[config.mk]
export PLATFORM = sky130hd
export DESIGN_NAME = fsa_fifo
export DESIGN_NICKNAME = d
export VERILOG_FILES = /design/src/rtl/fault_shunt_admittance_assert.svh /design/src/rtl/fsa_fifo.sv
export SDC_FILE = /design/constraint.sdc
export NUM_CORES = 1
export LEC_CHECK = 0
export ABC_AREA = 1
export BUFFER_PORTS_ARGS = -buffer_cell sky130_fd_sc_hd__clkbuf_2
export CAP_MARGIN = 20
export CORE_AREA = 2 2 39 41
export DETAILED_ROUTE_END_ITERATION = 6
export DIE_AREA = 0 0 41 43
export PLACE_DENSITY = 0.72
export SETUP_SLACK_MARGIN = 0.02
export SKIP_LAST_GASP = 1
export SLEW_MARGIN = 20
export SYNTH_ARGS = -nofsm -noshare
export SYNTH_HDL_FRONTEND = slang
export SYNTH_SLANG_ARGS = --single-unit
export TNS_END_PERCENT = 10
[constraint.sdc]
create_clock -name clk -period 2 [get_ports clk]
set_input_delay 0.5 -clock clk [delete_from_list [all_inputs] [get_ports clk]]
set_output_delay 0.5 -clock clk [all_outputs]
set_load 0.01 [all_outputs]
[src/rtl/fault_shunt_admittance_assert.svh]
// Assertion macros shared by the fault shunt admittance RTL.
// Included by the modules that carry concurrent checks; depends on nothing.
`ifndef FAULT_SHUNT_ADMITTANCE_ASSERT_SVH
`define FAULT_SHUNT_ADMITTANCE_ASSERT_SVH
`ifndef SYNTHESIS
// Same-cycle implication, disabled while reset is asserted.
`define FSA_ASSERT_IMP(lbl, clk, rstn, ante, cons, msg) \
	lbl: assert property (@(posedge clk) disable iff (!rstn) (ante) |-> (cons)) \
		else $error(msg);
// Next-cycle implication, disabled while reset is asserted.
`define FSA_ASSERT_NXT(lbl, clk, rstn, ante, cons, msg) \
	lbl: assert property (@(posedge clk) disable iff (!rstn) (ante) |=> (cons)) \
		else $error(msg);
`else
`define FSA_ASSERT_IMP(lbl, clk, rstn, ante, cons, msg)
`define FSA_ASSERT_NXT(lbl, clk, rstn, ante, cons, msg)
`endif
`endif

[src/rtl/fsa_fifo.sv]
// Small register queue with a push/full and pop/empty interface.
// Item type is a parameter; depends on nothing else.
`default_nettype none
module fsa_fifo #(
	parameter type item_t = logic,
	parameter int DEPTH = 4
) (
	input  logic  clk,
	input  logic  arst_n,
	input  logic  push,
	input  item_t wdata,
	output logic  full,
	input  logic  pop,
	output item_t rdata,
	output logic  empty
);
	localparam int PW = (DEPTH > 1) ? $clog2(DEPTH) : 1;
	localparam int CW = $clog2(DEPTH + 1);

	item_t          mem_q [DEPTH];
	logic [PW-1:0]  wr_q;
	logic [PW-1:0]  rd_q;
	logic [CW-1:0]  cnt_q;
	logic           do_push;
	logic           do_pop;

	assign full    = (cnt_q == CW'(DEPTH));
	assign empty   = (cnt_q == '0);
	assign do_push = push && !full;
	assign do_pop  = pop && !empty;
	assign rdata   = mem_q[rd_q];

	always_ff @(posedge clk) begin
		if (do_push) begin
			mem_q[wr_q] <= wdata;
		end
	end

	always_ff @(posedge clk or negedge arst_n) begin
		if (!arst_n) begin
			wr_q  <= '0;
			rd_q  <= '0;
			cnt_q <= '0;
		end else begin
			if (do_push) begin
				wr_q <= (wr_q == PW'(DEPTH - 1)) ? '0 : wr_q + 1'b1;
			end
			if (do_pop) begin
				rd_q <= (rd_q == PW'(DEPTH - 1)) ? '0 : rd_q + 1'b1;
			end
			case ({do_push, do_pop})
				2'b10: cnt_q <= cnt_q + 1'b1;
				2'b01: cnt_q <= cnt_q - 1'b1;
				default: cnt_q <= cnt_q;
			endcase
		end
	end
endmodule
`default_nettype wire

# ---- Yosys cells after proc, flatten, opt, wreduce, memory -nomap -nowiden
# Memories as Yosys holds them, arrays and structs flattened.
# Cells that the tools add are included.
dict set report word_totals {
  mem_count 1
  ram_bits 4
  output_inout_bits 3
  ff_bits 7
}
# memory words width rd rd_ports_with_merged_regs write_ports line
set mem_list {}
lappend mem_list {mem_q 4 1 1 0 1 fsa_fifo.sv:20} ;# item_t mem_q [DEPTH];
dict set report classes {
  add_sub_neg 4
  n_mux 5
  eq_ne 5
  n_reduce_logical 6
}
# op n
set ops {}
lappend ops {{$eq A2 B2 Y1 const B} 3}
lappend ops {{$pmux W3 S2} 1}
lappend ops {{$add A2 B1 Y2 const B} 2}
lappend ops {{$mux W2} 2}
lappend ops {{$add A3 B1 Y3 const B} 1}
lappend ops {{$eq A3 B3 Y1 const B} 1}
lappend ops {{$logic_not A3 Y1} 1}
lappend ops {{$sub A3 B1 Y3 const B} 1}
lappend ops {{$eq A2 B1 Y1 const B} 1}
lappend ops {{$logic_and A1 B1 Y1} 2}
lappend ops {{$logic_not A1 Y1} 2}
lappend ops {{$mux W1} 2}
lappend ops {{$reduce_bool A2 Y1} 1}

# ---- Longest topological paths before layout
dict set report depth {
  depth_word 5
  mapped_depth 12
  ltp_nobuf 12
}

# ---- Worst setup path after synthesis
# Ideal clock, no wire load.
dict set report synth_path {
  path_type {register to register}
  from {register cnt_q[0]}
  to {register cnt_q[2]}
  setup_slack_ps 391
  path_buffers 0
  stages_incl_launch_ff 11
  setup_ps 117
  arrival_ps 1492
  t_required_ps 1883
  path_cell_list {dfrtp_1 > inv_2 > nand3_4 > nand2_4 > ha_1 > inv_1 > fa_1 > nand2_1 > nand3_1 > nand2_1 > nand2_1}
}
dict set report synth_between {
  elab_chain_len 5
  word_cells_on_any_way 12
}
# item line
set synth_lines {}
lappend synth_lines {{start, declared} fsa_fifo.sv:23} ;# logic [CW-1:0] cnt_q;
lappend synth_lines {{start signal, assigned} fsa_fifo.sv:52} ;# 2'b10: cnt_q <= cnt_q + 1'b1;
lappend synth_lines {{start signal, assigned} fsa_fifo.sv:53} ;# 2'b01: cnt_q <= cnt_q - 1'b1;
lappend synth_lines {{start signal, assigned} fsa_fifo.sv:54} ;# default: cnt_q <= cnt_q;
lappend synth_lines {{$eq A3 B3 Y1 / $logic_not A3 Y1 (equally long branches)} {fsa_fifo.sv:27, fsa_fifo.sv:28}}
lappend synth_lines {{$logic_not A1 Y1 (on tied branches)} {fsa_fifo.sv:29, fsa_fifo.sv:30}}
lappend synth_lines {{$logic_and A1 B1 Y1 (on tied branches)} {fsa_fifo.sv:29, fsa_fifo.sv:30}}
lappend synth_lines {{$eq A2 B1 Y1 / $eq A2 B2 Y1 (equally long branches)} fsa_fifo.sv:51} ;# case ({do_push, do_pop})
lappend synth_lines {{$pmux W3 S2 / $reduce_bool A2 Y1 (equally long branches)} -}
# Several ways; a longest one is shown, not always the timed one.
# A chain may end at the register's enable or synchronous reset.

# ---- Worst setup path after layout
# Ends and elaborated chain as after synthesis.

==> results.sh <==
export IMPL_worst_setup_path_start_kind="flop"
export IMPL_timing_max_cap_violations=0
export IMPL_switching_share=0.420
export IMPL_tightest_slew_ns=0.195
export IMPL_port_buffers=7
export IMPL_hpwl_um=739
export IMPL_clk_latency_ns=0.25
export IMPL_utilization=0.525
export IMPL_antenna_found_initial=0
export IMPL_post_cts_setup_buffers=0
export IMPL_reg2reg_slack_ns=0.25
export IMPL_dieArea_um2=1760
export IMPL_ys_top_cells_by_area="dfrtp_1 (27%), edfxtp_1 (19%), ha_1 (12%)"
export IMPL_routed_wl_met3_um=27
export IMPL_fin_setup_tns_ns=0
export IMPL_crit_end="cnt_q[2]"
export IMPL_vias_per_cell=4.56
export IMPL_die_height_um=43
export IMPL_nNetsFinal=96
export IMPL_min_path_type="input pin to async pin"
export IMPL_cts_buffers=3
export IMPL_htree_levels=1
export IMPL_timing_hold_ws_ns=0.0700
export IMPL_vdd_drop_max_mv=0.561
export IMPL_via_count=451
export IMPL_highest_layer="met3"
export IMPL_die_w_um=41
export IMPL_cts_tree="built"
export IMPL_grt_pass1_vias=404
export IMPL_ant_nets=0
export IMPL_slew_headroom=0.870
export IMPL_clkSinkCount=11
export IMPL_final_cell_count_no_fill=99
export IMPL_gp_congestion=0.751
export IMPL_route_detailed_drc=0
export IMPL_cp_max_fo=7
export IMPL_grt_max_degree=8
export IMPL_clock_skew_ns=0.00310
export IMPL_finalPower_mw=1.04
export IMPL_synth_fp_nets=84
export IMPL_hold_violations=0
export IMPL_place_area_um2=701
export IMPL_r2r_end="cnt_q[2]"
export IMPL_dr_first_iter_drc_count=7
export IMPL_worst_slack_ns=0.248
export IMPL_clockBufferDepth=2
export IMPL_post_drt_wl_per_cell_um=9.10
export IMPL_synth_top_area_frac=0.271
export IMPL_core_area_um2=1380
export IMPL_avgSynthCellArea_um2=8.97
export IMPL_crit_type="flop to flop"
export IMPL_crit_required_ns=2.15
export IMPL_cts_root_buf="clkbuf_4"
export IMPL_power_frac_comb=0.471
export IMPL_timing_fmax_mhz=571
export IMPL_setup_viol=0
export IMPL_grt_pass1_wl_um=1630
export IMPL_ctsHoldBuffers=0
export IMPL_yosysTopAreaCell="dfrtp_1"
export IMPL_first_pass_iters=4
export IMPL_clk_pin_slew_ns=0.07
export IMPL_cp_arrival_ns=1.90
export IMPL_layout_drive_gt1_share=0.205
export IMPL_netlist_area_um2=646
export IMPL_yosys_warnings=0
export IMPL_crit_path_start="cnt_q[0]"
export IMPL_cts_resized=0
export IMPL_postLayoutCellArea_um2=727
export IMPL_ys_ff_latch=11
export IMPL_r2r_worst_path_cells=10
export IMPL_antenna_cells=0
export IMPL_status="finished clean"
export IMPL_place_ws_ns=0.244
export IMPL_p_int_uw=606
export IMPL_fin_crit_ns=1.75
export IMPL_endpoint_kind="flop"
export IMPL_grt_remaining_overflow=0
export IMPL_synth_distinct_cells=19
export IMPL_yosysSeqAreaShare=0.457
export IMPL_reg2reg_from="cnt_q[0]"
export IMPL_power_density_nw_per_um2=1440
export IMPL_boundaryPins=8
export IMPL_seq_power_share=0.394
export IMPL_syn_to_final_growth_pct=12.6
export IMPL_slew_viol_final=0
export IMPL_row_count=14
export IMPL_initial_core_util=0.467
export IMPL_wirelength_um=901
export IMPL_route_met2_wl_um=433
export IMPL_rsz0062_at_grt="false"
export IMPL_synth_cells=72
export IMPL_p_leak_nw=0.393
export IMPL_fin_crit_sh=0.876
export IMPL_clock_power_share=0.135
export IMPL_placedCellCount=95
export IMPL_track_usage=0.129
export IMPL_drt_met1_wl_um=439
export IMPL_p_switching_uw=439
[how the worst min path moves through the flow]
stage | to | depth (start not counted)
2_1_floorplan | cnt_q[0] | 0
3_3_place_gp | rd_q[0] | 1
3_5_place_dp | rd_q[0] | 1
4_1_cts | rd_q[0] | 1
5_1_grt | rd_q[0] | 1
6_report | rd_q[0] | 1
[layout make-up]
class	instances	area, µm²
inverters	17	63.8
well taps	16	20.0
fillers	136	657
multi-input cells	44	287
clock buffers	4	26.3
flip-flops and latches	11	295
repair buffers	7	35.0
[power groups by stage]
stage	logic (mW)	clock network (mW)	registers, mW
after floorplan	0.389	0	0.397
after global placement	0.474	0	0.412
after detailed placement	0.499	0	0.416
after CTS	0.502	0.146	0.412
after global routing	0.586	0.163	0.424
final	0.492	0.141	0.411
[metal layers]
layer  up-vias  track usage
li1        245            -
met1       198        0.179
met2         8        0.213
met3         0       0.0157
met4         0       0.0200
met5         -            0
[cells by family (layout without fill, tap and decap cells)]
family,Yosys count,count (layout),synth area share
xor gates and xnor gates,1,1,0.0136
AOI/OAI and AO/OA,3,3,0.0271
adders and majority gates,7,7,0.147
DFF,11,11,0.457
buffers and inverters,17,28,0.0988
and+or+nand+nor,33,33,0.256
[layout by cell type, fill, tap and decap left out, types with 3 or more instances in the layout]
| cell | instances |
|---|---|
| clkbuf_2 | 7 |
| clkbuf_4 | 3 |
| dfrtp_1 | 7 |
| edfxtp_1 | 4 |
| ha_1 | 6 |
| inv_1 | 14 |
| inv_2 | 3 |
| nand2_1 | 16 |
| nand3_1 | 5 |
| nor2_1 | 6 |
[sequential cells by signal, indices dropped and copies added (netlist names)]
| signal | cells |
|---|---|
| rd_q | 2 |
| wr_q | 2 |
| mem_q | 4 |
| cnt_q | 3 |
[worst max-delay path, stage by stage, from the launching register on]
cell and delay [ns]:
dfrtp_1 0.40, inv_2 0.12, nand3_4 0.11, nand2_4 0.11, ha_1 0.18, inv_1 0.07
fa_1 0.37, nand2_1 0.10, nand3_1 0.08, nand2_1 0.06, nand2_1 0.05
[Yosys cell counts]
library cell and count:
nand2_4 1, nand3_4 1, inv_1 14, or2_1 1, nand3_2 1, nand2_1 16
o21ai_0 1, nor2_1 6, ha_1 6, inv_2 3, edfxtp_1 4, o211ai_1 1
nand3_1 5, a21oi_1 1, nand4_1 1, xnor2_1 1, nand2_2 1, fa_1 1
dfrtp_1 7
(Power assumes the default switching activity.)
