<file path="src/rtl/fault_shunt_admittance_assert.svh">
// Assertion macros shared by the fault shunt admittance RTL.
// Included by the modules that carry concurrent checks; depends on nothing.
`ifndef FAULT_SHUNT_ADMITTANCE_ASSERT_SVH
`define FAULT_SHUNT_ADMITTANCE_ASSERT_SVH
`ifndef SYNTHESIS
// Same-cycle implication, disabled while reset is asserted.
`define FSA_ASSERT_IMP(lbl, clk, rstn, ante, cons, msg) \
	lbl: assert property (@(posedge clk) disable iff (!rstn) (ante) |-> (cons)) \
		else $error(msg);
// Next-cycle implication, disabled while reset is asserted.
`define FSA_ASSERT_NXT(lbl, clk, rstn, ante, cons, msg) \
	lbl: assert property (@(posedge clk) disable iff (!rstn) (ante) |=> (cons)) \
		else $error(msg);
`else
`define FSA_ASSERT_IMP(lbl, clk, rstn, ante, cons, msg)
`define FSA_ASSERT_NXT(lbl, clk, rstn, ante, cons, msg)
`endif
`endif

</file>
<file path="src/rtl/fsa_pkg.sv">
// Types and constants of the fault shunt admittance block.
// Used by fsa_front, fsa_back and the top level; depends on nothing.
`default_nettype none
package fsa_pkg;

	// Fault kinds.
	localparam logic [1:0] KIND_THREE_PHASE = 2'd0;
	localparam logic [1:0] KIND_LINE_GROUND = 2'd1;
	localparam logic [1:0] KIND_LINE_LINE   = 2'd2;
	localparam logic [1:0] KIND_DOUBLE_LG   = 2'd3;

	localparam int IW  = 48;   // input field width
	localparam int OPW = 51;   // classified operand width
	localparam int QW  = 102;  // equivalent impedance numerator width
	localparam int DW  = 204;  // squared magnitude width
	localparam int MW  = 154;  // numerator width before scaling
	localparam int RW  = 64;   // result width
	localparam int MUL_LAT = 4;

	localparam longint SAT_UNITS = 64'd100000000;
	localparam logic [63:0] POS_MAX = 64'h7FFF_FFFF_FFFF_FFFF;
	localparam logic [63:0] NEG_MAX = 64'h8000_0000_0000_0000;

	typedef logic signed [OPW-1:0] op_word_t;

	typedef struct packed {
		logic [1:0]             kind;
		logic signed [IW-1:0]   thevenin_real;
		logic signed [IW-1:0]   thevenin_imag;
		logic signed [IW-1:0]   fault_real;
		logic signed [IW-1:0]   fault_imag;
	} in_item_t;

	typedef struct packed {
		logic signed [RW-1:0]   admittance_real;
		logic signed [RW-1:0]   admittance_imag;
		logic                   saturated;
	} out_item_t;

	// Y = D / Q with Q = t*z + f*p (complex), all operands classified up front.
	typedef struct packed {
		op_word_t t_r;
		op_word_t t_i;
		op_word_t z_r;
		op_word_t z_i;
		op_word_t f_r;
		op_word_t f_i;
		op_word_t p_r;
		op_word_t p_i;
		op_word_t d_r;
		op_word_t d_i;
		logic     psat;
	} op_t;

endpackage
`default_nettype wire

</file>
<file path="src/rtl/fsa_front.sv">
// Front end: classifies a fault item into the operands of Y = D / (t*z + f*p).
// Depends on fsa_pkg.
`default_nettype none
module fsa_front (
	input  fsa_pkg::in_item_t request,
	output fsa_pkg::op_t      op
);
	fsa_pkg::op_word_t tr, ti, fr, fi, pr, pi, one;

	always_comb begin
		tr  = fsa_pkg::op_word_t'(request.thevenin_real);
		ti  = fsa_pkg::op_word_t'(request.thevenin_imag);
		fr  = fsa_pkg::op_word_t'(request.fault_real);
		fi  = fsa_pkg::op_word_t'(request.fault_imag);
		one = fsa_pkg::op_word_t'(1);
		pr  = (tr <<< 1) + (fr <<< 1) + fr;
		pi  = (ti <<< 1) + (fi <<< 1) + fi;

		// Simple kinds: Q = 1 * Zeq, D = 1.
		op      = '0;
		op.t_r  = one;
		op.d_r  = one;
		unique case (request.kind)
			fsa_pkg::KIND_THREE_PHASE: begin
				op.z_r = fr;
				op.z_i = fi;
			end
			fsa_pkg::KIND_LINE_GROUND: begin
				op.z_r = pr;
				op.z_i = pi;
			end
			fsa_pkg::KIND_LINE_LINE: begin
				op.z_r = tr + fr;
				op.z_i = ti + fi;
			end
			fsa_pkg::KIND_DOUBLE_LG: begin
				// Y = D / (Zth*(Zth+3Zf) + Zf*D), D = 2Zth+3Zf.
				op.t_r  = tr;
				op.t_i  = ti;
				op.z_r  = tr + (fr <<< 1) + fr;
				op.z_i  = ti + (fi <<< 1) + fi;
				op.f_r  = fr;
				op.f_i  = fi;
				op.p_r  = pr;
				op.p_i  = pi;
				op.d_r  = pr;
				op.d_i  = pi;
				op.psat = (pr == '0) && (pi == '0);
			end
		endcase
	end
endmodule
`default_nettype wire

</file>
<file path="config.mk">
export PLATFORM = sky130hd
export DESIGN_NAME = fsa_front
export DESIGN_NICKNAME = d
export VERILOG_FILES = /design/src/rtl/fault_shunt_admittance_assert.svh /design/src/rtl/fsa_pkg.sv /design/src/rtl/fsa_front.sv
export SDC_FILE = /design/constraint.sdc
export NUM_CORES = 1
export LEC_CHECK = 0
export BUFFER_PORTS_ARGS = -buffer_cell sky130_fd_sc_hd__buf_2
export CAP_MARGIN = 30
export CORE_AREA = 2 2 271 273
export DETAILED_ROUTE_END_ITERATION = 10
export DIE_AREA = 0 0 273 275
export PLACE_DENSITY = 0.55
export SLEW_MARGIN = 25
export SYNTH_ARGS = -nofsm -noshare
export SYNTH_HDL_FRONTEND = slang
export SYNTH_SLANG_ARGS = --single-unit
</file>
<file path="constraint.sdc">
create_clock -name vclk -period 13.34
set_input_delay 1.334 -clock vclk [all_inputs]
set_output_delay 1.334 -clock vclk [all_outputs]
set_load 0.03 [all_outputs]
</file>
# After elaboration in Yosys (flattened, before gate mapping)
# Cells that the tools add are included.
[word_totals]
inputBits = 194
regBits = 0
[classes]
reduce_logical = 4
n_eq_ne = 3
mux = 3
n_addsub = 10
[ops]
columns = ["cell", "n"]
rows = [
  ["$pmux W102 S4", 1],
  ["$mux W307", 1],
  ["$add A50 B48 Y51", 4],
  ["$logic_not A51 Y1", 2],
  ["$mux W102", 1],
  ["$add A48 B49 Y50", 2],
  ["$add A49 B49 Y50", 2],
  ["$add A48 B48 Y49", 2],
  ["$eq A2 B2 Y1 const B", 2],
  ["$eq A2 B1 Y1 const B", 1],
  ["$logic_not A2 Y1", 1],
  ["$logic_and A1 B1 Y1", 1],
]

# Longest topological paths before layout
# Gate-level depths: netlist (run 1).
[depth]
word_depth = 5
ltp_mapped = 18
mapped_depth_nobuf = 18

# Least setup slack after synthesis (run 1)
# Ideal clock, no wire load.
[synth_timing]
path_type = "input -> output"
start = "input port request[48] in the netlist's numbering"
end = "output port op[401] in the netlist's numbering"
arrival_ps = 5457
path_stages = 15
slack_ps = 6549
required_ps = 12006
path_cell_list = "fa_1 > ha_1 > fa_1 > a211oi_1 > nor2_1 > o211ai_1 > a31oi_1 > o31a_1 > a41oi_1 > o31ai_1 > a31oi_1 > o21bai_1 > a21oi_1 > xor2_1 > a221oi_1"
[synth_lines]
columns = ["element", "line_no", "rtl"]
rows = [
  ["start, declared", "fsa_front.sv:5", "input fsa_pkg::in_item_t request,"],
  ["end, declared", "fsa_front.sv:6", "output fsa_pkg::op_t op"],
]

==> results_dict.tcl, run 1 <==
set metrics [dict create \
    status "complete, no violations" \
    detail-route-antenna-nets 0 \
    ios 705 \
    die-area_sq_um 75100 \
    clock_buffers 0 \
    setup_viol 0 \
    hp-class "in2out" \
    required_ns 12.01 \
    fp.dieH_microns 275 \
    syn_inst 3285 \
    flops_and_latches 0 \
    grt_setup_unrepaired "false" \
    cp-start-kind "input port" \
    grt_pass1_wl_mm 159 \
    num_rows 99 \
    vias 27200 \
    grt_max_degree 132 \
    grtUsageTotal_pct 27.3 \
    fillers 7602 \
    areaGrowthSynthToFinish_pct 13.3 \
    seq_area_sq_um 0 \
    place_hpwl_mm 90.2 \
    gp_congestion 0.985 \
    yosysSeqAreaShare_pct 0 \
    path_max_fanout 8 \
    min_from "request[19]" \
    synth_cell_types 90 \
    cts_hold_buf 0 \
    worst-setup-path-type "in2out" \
    wl_per_cell_microns 23.2 \
    port_buffers 705 \
    drive_gt1_share_pct 22.3 \
    antenna_found_initial 7 \
    dr.pass1.iters 5 \
    start_util_pct 35.1 \
    core_sq_um 72300 \
    grt_overflow 0 \
    worst_pin_slew_ns 1.06 \
    via_per_inst 5.83 \
    synth.cell_area_sq_um 25400 \
    fp.dieW_microns 273 \
    finalSetupTns_ns 0 \
    wl_mm 108 \
    yosys_warnings 0 \
    first_global_vias 25400 \
    drt-initial-drc-count 1933 \
    netlist.area_leader.share_pct 15.3 \
    min_period_over_period_pct 59.3 \
    multi_input_area_sq_um 23400 \
    max_freq_mhz 126 \
    synthesis.nets 3961 \
    hold_viol 0 \
    cts_setup_buffers 0 \
    worstSetupEndpointType "output pin" \
    drc_errors 0 \
    cts_resized 0 \
    crit_path_start "request[49]" \
    finalMaxSlewViolations 0 \
    worstPathArrival_ns 6.57 \
    nNetsFinal 4393 \
    relSlewSlack_pct 28.9 \
    yosysTopAreaCell "fa_1" \
    drv_cap 0 \
    fin_crit_ns 7.91 \
    syn_area_per_cell_sq_um 7.72 \
    synth_area_leaders "fa_1 (15%), ha_1 (14%), a21oi_1 (6.2%)" \
]
layout by cell type, fill, tap and decap left out, types with 65 or more instances in the layout:
master   instances
a21o_1         193
a21oi_1        312
and2_1          69
and3_1         213
buf_2          703
fa_1           194
ha_1           288
inv_1          105
nand2_1        178
nand3_1         69
nand4_1         65
nor2_1         242
o21ai_0        161
xnor2_1        159
xor2_1          90
cells in the mapped netlist (16+ instances only):
| master | number |
|---|---|
| buf_4 | 116 |
| o22ai_1 | 22 |
| xor2_1 | 90 |
| ha_1 | 288 |
| o21ai_0 | 161 |
| o21bai_1 | 45 |
| nor2_1 | 243 |
| a21oi_1 | 312 |
| nand3_1 | 69 |
| o21a_1 | 34 |
| clkbuf_1 | 151 |
| nor2b_1 | 40 |
| and3_1 | 213 |
| fa_1 | 194 |
| nand2_1 | 179 |
| nand2b_1 | 32 |
| buf_2 | 16 |
| mux4_2 | 55 |
| a211oi_1 | 38 |
| inv_1 | 106 |
| xnor2_1 | 159 |
| and2_1 | 69 |
| nor3_1 | 41 |
| a31oi_1 | 47 |
| mux2i_1 | 17 |
| o211ai_1 | 29 |
| nand4_1 | 65 |
| nor4_1 | 20 |
| a21o_1 | 193 |
logic make-up after synthesis:
kind of cell | count (synthesis) | share of synthesized area [%]
AOI/OAI and AO/OA | 1046 | 27.2
xor gates and xnor gates | 249 | 8.60
adders and majority gates | 482 | 29.5
buffers and inverters | 398 | 7.70
muxes | 80 | 5.91
and+or+nand+nor | 1030 | 21.1
final timing paths:
check	end	slack, ns	cells after the start
min	op[224]	3.11	4
max	op[0]	5.43	18
per-stage QoR:
stage	hold slack [ns]	utilization [%]	std cells	cell area [sq um]	setup slack (ns)
detailed placement	3.12	39.7	4673	28700	5.22
finish	3.11	39.7	4677	28700	5.43
CTS	3.12	39.7	4673	28700	5.18
global placement	3.12	39.7	4673	28700	5.21
floorplan	2.82	-	3285	25400	6.55
global route	3.14	39.7	4676	28700	4.90
cell type report:
| class | instances | share of cell area [%] |
|---|---|---|
| antenna | 3 | 0.0261 |
| inverter | 107 | 1.40 |
| tap | 959 | 4.18 |
| multi-input combinational | 2887 | 81.5 |
| timing repair buffer | 721 | 12.9 |
worst max-delay path, stage by stage:
cell      delay (ns)
buf_2           0.18
fa_1            0.56
ha_1            0.16
inv_1           0.06
fa_1            0.45
nand2b_1        0.18
a211oi_1        0.43
o211ai_1        0.19
and3_1          0.29
o21ai_0         0.29
xnor2_1         0.43
nand4_1         0.21
nor4b_1         0.54
nand4_1         0.22
nor4b_1         0.34
nand4_1         0.16
and4b_1         0.27
buf_2           0.25
metal layers:
metal  part of all wire, %  GRT usage, %  vias up
met2                    47          47.2     1049
met3                   5.8          2.28      105
met5                     0             0        -
met4                   2.9          7.18        0
li1                      -             -    12900
met1                    44          36.4    13200
==> run 2: changes to the inputs <==
==> constraint.sdc (replaced) <==
create_clock -name vclk -period 8.3
set_input_delay 0.83 -clock vclk [all_inputs]
set_output_delay 0.83 -clock vclk [all_outputs]
set_load 0.03 [all_outputs]
==> run 2 against run 1 <==
Compared with the run above:
- routed wire length about the same
- critical endpoint unchanged
- count of clock-buffer cells in the layout stayed put
- first-iteration DRC count increased by 4.4%
==> results_dict.tcl, run 2 (synthesis results as in run 1) <==
set metrics [dict create \
    areaGrowthSynthToFinish_pct 13.4 \
    fillers 7675 \
    slowest_stage "a2111oi_1" \
    cts_setup_buffers 0 \
    antenna_found_initial 7 \
    status "complete, no violations" \
    finalMaxSlewViolations 0 \
    hold_depth 4 \
    wl_per_cell_microns 23.2 \
    core_sq_um 72300 \
    die-area_sq_um 75100 \
    final_common_cell "buf_2" \
    flops_and_latches 0 \
    worst_pin_slew_ns 1.01 \
    fp.dieW_microns 273 \
    detail-route-antenna-nets 0 \
    drc_errors 0 \
    drive_gt1_share_pct 22.4 \
    ios 705 \
    via_per_inst 5.85 \
    gp_congestion 0.980 \
    multi_input_area_sq_um 23400 \
    cts_hold_buf 0 \
    hold_viol 0 \
    utilization_pct 39.8 \
    slowest_delay_ns 0.55 \
    first_global_vias 25600 \
    fp.dieH_microns 275 \
    path_common_cell "inv_1" \
    required_ns 7.47 \
    grt_setup_unrepaired "false" \
    nNetsFinal 4397 \
    hp-class "in2out" \
    worstSetupEndpointType "output pin" \
    port_buffers 705 \
    grt_overflow 0 \
    worstPathArrival_ns 6.11 \
    place_hpwl_mm 90.9 \
    fin_crit_ns 6.94 \
    drv_cap 0 \
    num_rows 99 \
    cts_resized 0 \
    relSlewSlack_pct 32.6 \
    finalSetupTns_ns 0 \
    grt_pass1_wl_mm 159 \
    worst-setup-path-type "in2out" \
    min_period_over_period_pct 83.7 \
    clock_buffers 0 \
    dr.pass1.iters 6 \
    grtUsageTotal_pct 27.4 \
    path_max_fanout 7 \
    vias 27400 \
    seq_area_sq_um 0 \
    start_util_pct 35.1 \
    path_cells "buf_2 > inv_1 > fa_1 > inv_1 > ha_1 > inv_1 > fa_1 > nor2b_2 > o31a_1 > o21ai_1 > a211oi_1 > nor3_2 > a2111oi_0 > o21ai_0 > a2111oi_1 > nand4b_1 > nor4b_1 > nand4_1 > and4b_1 > buf_2" \
    final_cell_mix "buf_2 (703), a21oi_1 (312), ha_1 (288), nor2_1 (242), and3_1 (213)" \
    cp-start-kind "input port" \
    wl_mm 108 \
    drt-initial-drc-count 2018 \
    grt_max_degree 106 \
    max_freq_mhz 144 \
    setup_viol 0 \
]
## run 2: changes by cell type in the layout (fill, tap and decap cells not counted), sizes merged
cell   previous run  this run
buf             721       725
diode             3         2
## run 2: routing by layer
metal	global-route usage (%)	part of all wire, %
met4	7.29	3.1
met5	0	0.012
met1	36.0	43
met3	2.02	5.7
met2	48.5	48
## run 2: critical path, delay by kind of cell
kind / cells / cell delay (ns)
AOI/OAI and AO/OA: 6 / 2.07
and+or+nand+nor: 6 / 1.37
adders and majority gates: 3 / 1.13
buffers and inverters: 5 / 0.70
## run 2: stage by stage
step | worst slack, ns | cell area (sq um) | hold slack [ns] | std cells
after floorplan | 2.52 | 25400 | 1.81 | 3285
after global placement | 1.19 | 28700 | 2.11 | 4677
after detailed placement | 1.17 | 28800 | 2.11 | 4678
after CTS | 1.12 | 28800 | 2.11 | 4678
after global routing | 0.920 | 28800 | 2.12 | 4679
final | 1.36 | 28800 | 2.11 | 4680
## run 2: area by class of cell
class	count	share of cell area, %
multi-input cells	2887	81.5
well taps	959	4.17
diodes	2	0.0174
repair buffers	725	12.9
inverters	107	1.40
## run 2: worst paths after layout
kind	start	to
worst min-delay path	request[19]	op[224]
worst max-delay path	request[1]	op[0]
==> run 3: changes to the inputs <==
==> constraint.sdc (replaced) <==
create_clock -name vclk -period 7.05
set_input_delay 0.705 -clock vclk [all_inputs]
set_output_delay 0.705 -clock vclk [all_outputs]
set_load 0.03 [all_outputs]
==> run 3 against run 2 <==
Compared with the run above:
- first-iteration DRC count about the same
- via count up 0.45%
- critical path depth fell by 2
- utilization is 0.31 points higher
- critical path type unchanged
==> results_dict.tcl, run 3 (synthesis results as in run 1) <==
set metrics [dict create \
    finalSetupTns_ns 0 \
    drc_errors 0 \
    required_ns 6.34 \
    place_hpwl_mm 90.6 \
    wl_per_cell_microns 23.1 \
    grt_max_degree 186 \
    detail-route-antenna-nets 0 \
    setup_viol 0 \
    gp_congestion 0.949 \
    die-area_sq_um 75100 \
    grt_overflow 0 \
    grt_setup_unrepaired "false" \
    met2WireLength_mm 52.2 \
    grtUsageTotal_pct 27.5 \
    cts_hold_buf 0 \
    drv_cap 0 \
    worstSetupEndpointType "output pin" \
    antenna_found_initial 9 \
    drive_gt1_share_pct 22.9 \
    worst-setup-path-type "in2out" \
    final_area_sq_um 29000 \
    core_sq_um 72300 \
    drt-initial-drc-count 2020 \
    utilization_pct 40.1 \
    clock_buffers 0 \
    hold_depth 3 \
    finalMaxSlewViolations 0 \
    cp-start-kind "input port" \
    final_common_cell "buf_2" \
    flops_and_latches 0 \
    worst_pin_slew_ns 1.03 \
    crit_path_start "request[49]" \
    areaGrowthSynthToFinish_pct 14.3 \
    first_global_vias 25700 \
    hold_viol 0 \
    nNetsFinal 4420 \
    hp-class "in2out" \
    routed.top_layer "met5" \
    worstPathArrival_ns 5.88 \
    ios 705 \
    met1Wirelength_mm 46.6 \
    cts_setup_buffers 0 \
    min_period_over_period_pct 93.4 \
    final_cell_mix "buf_2 (703), a21oi_1 (312), ha_1 (288), nor2_1 (242), and3_1 (213)" \
    fp.dieH_microns 275 \
    postPlaceCellArea_sq_um 28900 \
    seq_area_sq_um 0 \
    dr.pass1.iters 5 \
    relSlewSlack_pct 31.1 \
    num_rows 99 \
    max_freq_mhz 152 \
    endpoint "op[0]" \
    fp.dieW_microns 273 \
    port_buffers 705 \
    fin_crit_ns 6.59 \
    grt_pass1_wl_mm 160 \
    routed-wl-met3_mm 6.78 \
    via_per_inst 5.84 \
    start_util_pct 35.1 \
    status "complete, no violations" \
    vias 27500 \
    wl_mm 109 \
    path_max_fanout 8 \
]
==> run 3: cell types whose count changed in the layout (fill, tap and decap cells not counted), sizes merged <==
cell   delta
buf      +23
diode     +2
==> run 3: cell type report <==
class | instances | area (sq um)
repair buffers | 748 | 3940
diodes | 4 | 10.0
inverters | 107 | 402
well taps | 959 | 1200
fillers | 7600 | 43300
multi-input cells | 2887 | 23400
==> run 3: worst min-delay path by stage <==
stage	from	endpoint	slack, ns
floorplan	request[18]	op[223]	1.56
global placement	request[144]	op[460]	1.86
detailed placement	request[144]	op[460]	1.86
CTS	request[144]	op[460]	1.86
global route	request[144]	op[460]	1.86
finish	request[144]	op[460]	1.85
==> run 3: worst max-delay path: stages <==
cell      delay (ns)
buf_2           0.18
fa_1            0.56
ha_1            0.20
inv_1           0.08
fa_1            0.45
nand2b_1        0.18
a211oi_1        0.43
o211ai_1        0.18
and3_1          0.29
o31a_1          0.36
xnor2_1         0.15
or4_1           0.55
nor4_2          0.25
nand4b_1        0.15
nor4b_1         0.38
nand4_1         0.17
and4b_1         0.35
buf_2           0.26
==> run 3: timing repair <==
item,in CTS,in global routing
setup endpoints to repair,0,1
endpoints found under the hold margin,0,0
resized for setup,0,2
==> run 3: metal layers <==
| layer | up-vias | track usage (%) |
|---|---|---|
| met5 | - | 0 |
| met4 | 6 | 6.83 |
| met3 | 113 | 2.57 |
| met2 | 1077 | 48.2 |
| met1 | 13300 | 36.2 |
| li1 | 13000 | - |
==> run 3: per-stage QoR <==
step | hold slack [ns] | setup WS [ns] | instances
6_report | 1.85 | 0.464 | 4705
5_1_grt | 1.86 | 0.00221 | 4703
4_1_cts | 1.86 | 0.346 | 4700
3_5_place_dp | 1.86 | 0.386 | 4700
3_3_place_gp | 1.86 | 0.340 | 4699
2_1_floorplan | 1.56 | 1.52 | 3285
